## config.mk

```make
export PLATFORM = sky130hd
export DESIGN_NAME = cwr_mac
export DESIGN_NICKNAME = d
export VERILOG_FILES = /design/src/rtl/cwr_pkg.sv /design/src/rtl/cwr_mac.sv
export SDC_FILE = /design/constraint.sdc
export NUM_CORES = 1
export LEC_CHECK = 0
export ABC_AREA = 1
export BUFFER_PORTS_ARGS = -buffer_cell sky130_fd_sc_hd__buf_2
export CORE_MARGIN = 2
export CORE_UTILIZATION = 58
export CTS_CLUSTER_DIAMETER = 100
export DETAILED_ROUTE_END_ITERATION = 12
export HOLD_SLACK_MARGIN = 0.08
export PLACE_DENSITY_LB_ADDON = 0.2
export SLEW_MARGIN = 25
export SYNTH_ARGS = -nofsm -noshare
export SYNTH_HDL_FRONTEND = slang
export SYNTH_SLANG_ARGS = --single-unit
export TNS_END_PERCENT = 30
```

## constraint.sdc

```tcl
create_clock -name clk -period 4.9 [get_ports clk]
set_clock_uncertainty 0.2 [all_clocks]
set_input_delay 0.49 -clock clk [delete_from_list [all_inputs] [get_ports clk]]
set_output_delay 0.49 -clock clk [all_outputs]
set_load 0.01 [all_outputs]
```

## src/rtl/cwr_pkg.sv

```systemverilog
// ----------------------------------------------------------------------------
// cwr_pkg: shared types and constants for the text console cell writer
// Field widths, opcodes, register indexes and the cell store request structs.
// ----------------------------------------------------------------------------
package cwr_pkg;

  localparam int LIN_W      = 14;  // linear position / cell count
  localparam int SW_W       = 15;  // sweep counter and store address
  localparam int COL_W      = 7;
  localparam int ROW_W      = 5;
  localparam int CFG_COL_W  = 8;
  localparam int CFG_ROW_W  = 6;
  localparam int WORD_W     = 16;
  localparam int CIDX_W     = 12;
  localparam int OUT_LIN_W  = 13;

  localparam logic [1:0] OP_WRITE      = 2'd0;
  localparam logic [1:0] OP_SET_CURSOR = 2'd1;
  localparam logic [1:0] OP_CLEAR      = 2'd2;
  localparam logic [1:0] OP_READ       = 2'd3;

  localparam logic [1:0] REG_ATTRIBUTE = 2'd0;
  localparam logic [1:0] REG_COLUMNS   = 2'd1;
  localparam logic [1:0] REG_ROWS      = 2'd2;

  localparam logic [7:0]           NEWLINE    = 8'd10;
  localparam logic [7:0]           ATTR_RESET = 8'd7;
  localparam logic [CFG_COL_W-1:0] COLS_RESET = 8'd80;
  localparam logic [CFG_ROW_W-1:0] ROWS_RESET = 6'd25;

  typedef struct packed {
    logic              en;
    logic [SW_W-1:0]   addr;
    logic [WORD_W-1:0] data;
  } mem_wr_t;

  typedef struct packed {
    logic            en;
    logic [SW_W-1:0] addr;
  } mem_rd_t;

endpackage

```

## src/rtl/cwr_mac.sv

```systemverilog
// ----------------------------------------------------------------------------
// cwr_mac: shared multiply-add unit
// q = a * b + c, registered. Used for cell count and cursor linear position.
// ----------------------------------------------------------------------------
module cwr_mac (
  input  logic                           clk,
  input  logic [cwr_pkg::CFG_ROW_W-1:0]  mul_a,
  input  logic [cwr_pkg::CFG_COL_W-1:0]  mul_b,
  input  logic [cwr_pkg::CFG_COL_W-1:0]  add_c,
  output logic [cwr_pkg::LIN_W-1:0]      q
);
  import cwr_pkg::*;

  logic [LIN_W-1:0] prod;

  assign prod = LIN_W'(mul_a) * LIN_W'(mul_b) + LIN_W'(add_c);

  always_ff @(posedge clk) begin
    q <= prod;
  end

endmodule

```

==> flow_summary.yaml <==
global_route:
  grt_max_degree: 9
  antenna_found_initial: 0
  grt_pass1_vias: 1780
  grt_overflow: 0
  grt_pass1_wl_um: 7360
  grt_usage_pct: 21.5
drt:
  routed_via_density: 4.77
  drt_iter0_drc: 68
  wirelength_um: 4220
  drc_errors: 0
  wire_per_inst_um: 10.4
  drtAntennaViolNets: 0
  num_vias: 1935
  firstDrtPassIters: 4
worst_setup_path:
  path_buf_inv: 5
  critPathCaptureType: "flip-flop"
  critPathTopFamily: "adder cells"
  worst-setup-path-type: "in2reg"
  cp.required_ps: 4840
  crit_fanout: 8
  start_kind: "input port"
  crit_chain: "buf_2, nand2_1, inv_1, fa_1, fa_1, fa_1, inv_1, fa_1, inv_1, ha_1, nand2_1, inv_1, nand2_1, nand2_1, nand2_1, nand3_1, nand2_1, nand2_1"
  slowest_delay_ps: 540
  arrival_ps: 3820
  critPathMostFrequentCell: "nand2_1"
  slowest_stage: "fa_1"
yosys:
  async_flop_share_pct: 0
  seq_area_frac_synth_pct: 12.2
  synth_edf_count: 0
  synth_cell_types: 14
  ys_seq_elements: 14
  synth.area.top_cells: "fa_1, ha_1, nand2_1"
  synth_top_area_cell: "fa_1"
  synth_most_common_cell: "nand2_1"
  synthTopCellsByCount: "nand2_1, inv_1, ha_1, fa_1, dfxtp_1"
  synth_top_area_share_pct: 26.1
  avgSynthCellArea_sq_um: 7.10
  syn_area_sq_um: 2300
  synth_warnings: 0
  postSynthCellCount: 324
  synthesis.nets: 409
  dominantRegCellSynth: "dfxtp_1"
floorplan:
  rows: 22
  die_x_um: 67.0
  core_sq_um: 3740
  io_pins: 37
  start_util_pct: 61.4
  dieArea_sq_um: 4480
  dieHeight_um: 67.0
sta:
  rsz0062_at_grt: "no"
  setup_viol: 0
  setup_ws_ps: 1030
  final_hold_viol_count: 0
  fin_hold_ws_ps: 259
  max_freq_ghz: 0.258
  tightest_slew_ps: 196
  period_needed_ps: 3870
  finalCritPeriodShare_pct: 79.1
  slew_violations: 0
  fin_tns_setup_ps: 0
  slew_headroom_pct: 87.0
clocking:
  cts_tree: "built"
  clkSinkCount: 14
  clock-root-buffer: "clkbuf_8"
  clkSlewWorstSetupHoldPaths_ps: 60
  htreeDepth: 1
  ctsHoldBuffers: 0
  cts_resized: 0
  cts_setup_buffers: 0
  cts_buffers: 3
  clock_path_buffers: 2
run_status:
  status: "finished clean"
final_layout:
  top_regs: "q x14"
  ff_latch_area_sq_um: 280
  drive_above_1_share_pct: 12.6
  largest_register_ffs: 14
  fin_nets: 444
  area_growth_pct: 11.9
  multiInputGateArea_sq_um: 1620
  n_antenna_cell: 0
  stdcell_count: 406
  top_register: "q"
  fillers: 363
place:
  dp_slack_ps: 743
  io_buffer_count: 36
  dp_cells: 402
  dp_hpwl_um: 3720
  routabilityCongestion: 0.849
hold_path:
  hp-class: "in2reg"
  hold_depth: 2
  hold_path.startpoint: "add_c[0]"
  hold_end: "q[0]"
power:
  p_per_area_nw_per_um2: 408
  p_leak_nw: 1.80
  ir_drop_mv: 0.302
job:
  maxCapViolCount: 0
-- cells in the final DEF (no fill, tap or decap) --
master,netlist,final
nand4_1,4,4
nor2_1,6,6
nor2_2,2,2
xor2_1,8,8
clkbuf_8,0,4
nand3_1,10,10
nand2_2,1,1
a21oi_1,4,4
dfxtp_1,14,14
ha_1,32,32
inv_1,100,100
nand2_1,105,105
buf_2,0,36
fa_1,30,30
nand3_2,2,2
-- kinds of logic (layout without fill, tap and decap cells) --
| logic type | Yosys count | in the layout | synth area share, % |
|---|---|---|---|
| AO/OA/AOI/OAI | 4 | 4 | 0.871 |
| XOR/XNOR | 8 | 8 | 3.05 |
| adder cells (fa/ha/maj) | 62 | 62 | 43.5 |
| buffers and inverters | 106 | 140 | 17.3 |
| flip-flops | 14 | 14 | 12.2 |
| AND/OR/NAND/NOR | 130 | 130 | 23.1 |
-- area by class of cell --
cell class / count / area share (%)
clock buffers: 4 / 2.14
inverters: 100 / 14.6
multi-input cells: 204 / 63.0
flip-flops and latches: 14 / 10.9
well taps: 48 / 2.33
repair buffers: 36 / 7.00
-- metal layers --
layer  vias to the layer above  wire [um]  share of wire [%]  track usage, %
met5                         -          0                  0               0
met4                         0         62                1.5            4.85
met3                         8        215                5.1            3.55
met2                        51       2020                 48            36.5
met1                       879       1920                 46            28.6
li1                        997          -                  -               -
-- metrics by stage --
stage	util [%]	total power, W	area, sq um
after floorplan	-	0.000761	2300
after global placement	67.2	0.000927	2520
after detailed placement	67.2	0.000946	2520
after CTS	68.7	0.00107	2570
after global routing	68.7	0.00120	2570
final	68.7	0.00105	2570
-- worst max-delay path by stage --
stage,cells past startpoint,start,end
floorplan,17,mul_a[4],q[8]
global placement,18,mul_a[2],q[11]
detailed placement,18,mul_a[4],q[11]
CTS,18,mul_a[4],q[11]
global route,18,mul_a[4],q[11]
finish,18,mul_a[4],q[11]
-- power by group --
group          internal [W]  switching [W]  total (W)
combinational      0.000296       0.000458   0.000754
clock             0.0000713      0.0000421   0.000113
sequential         0.000172      0.0000102   0.000183
Power figures use the tool's default switching activity.
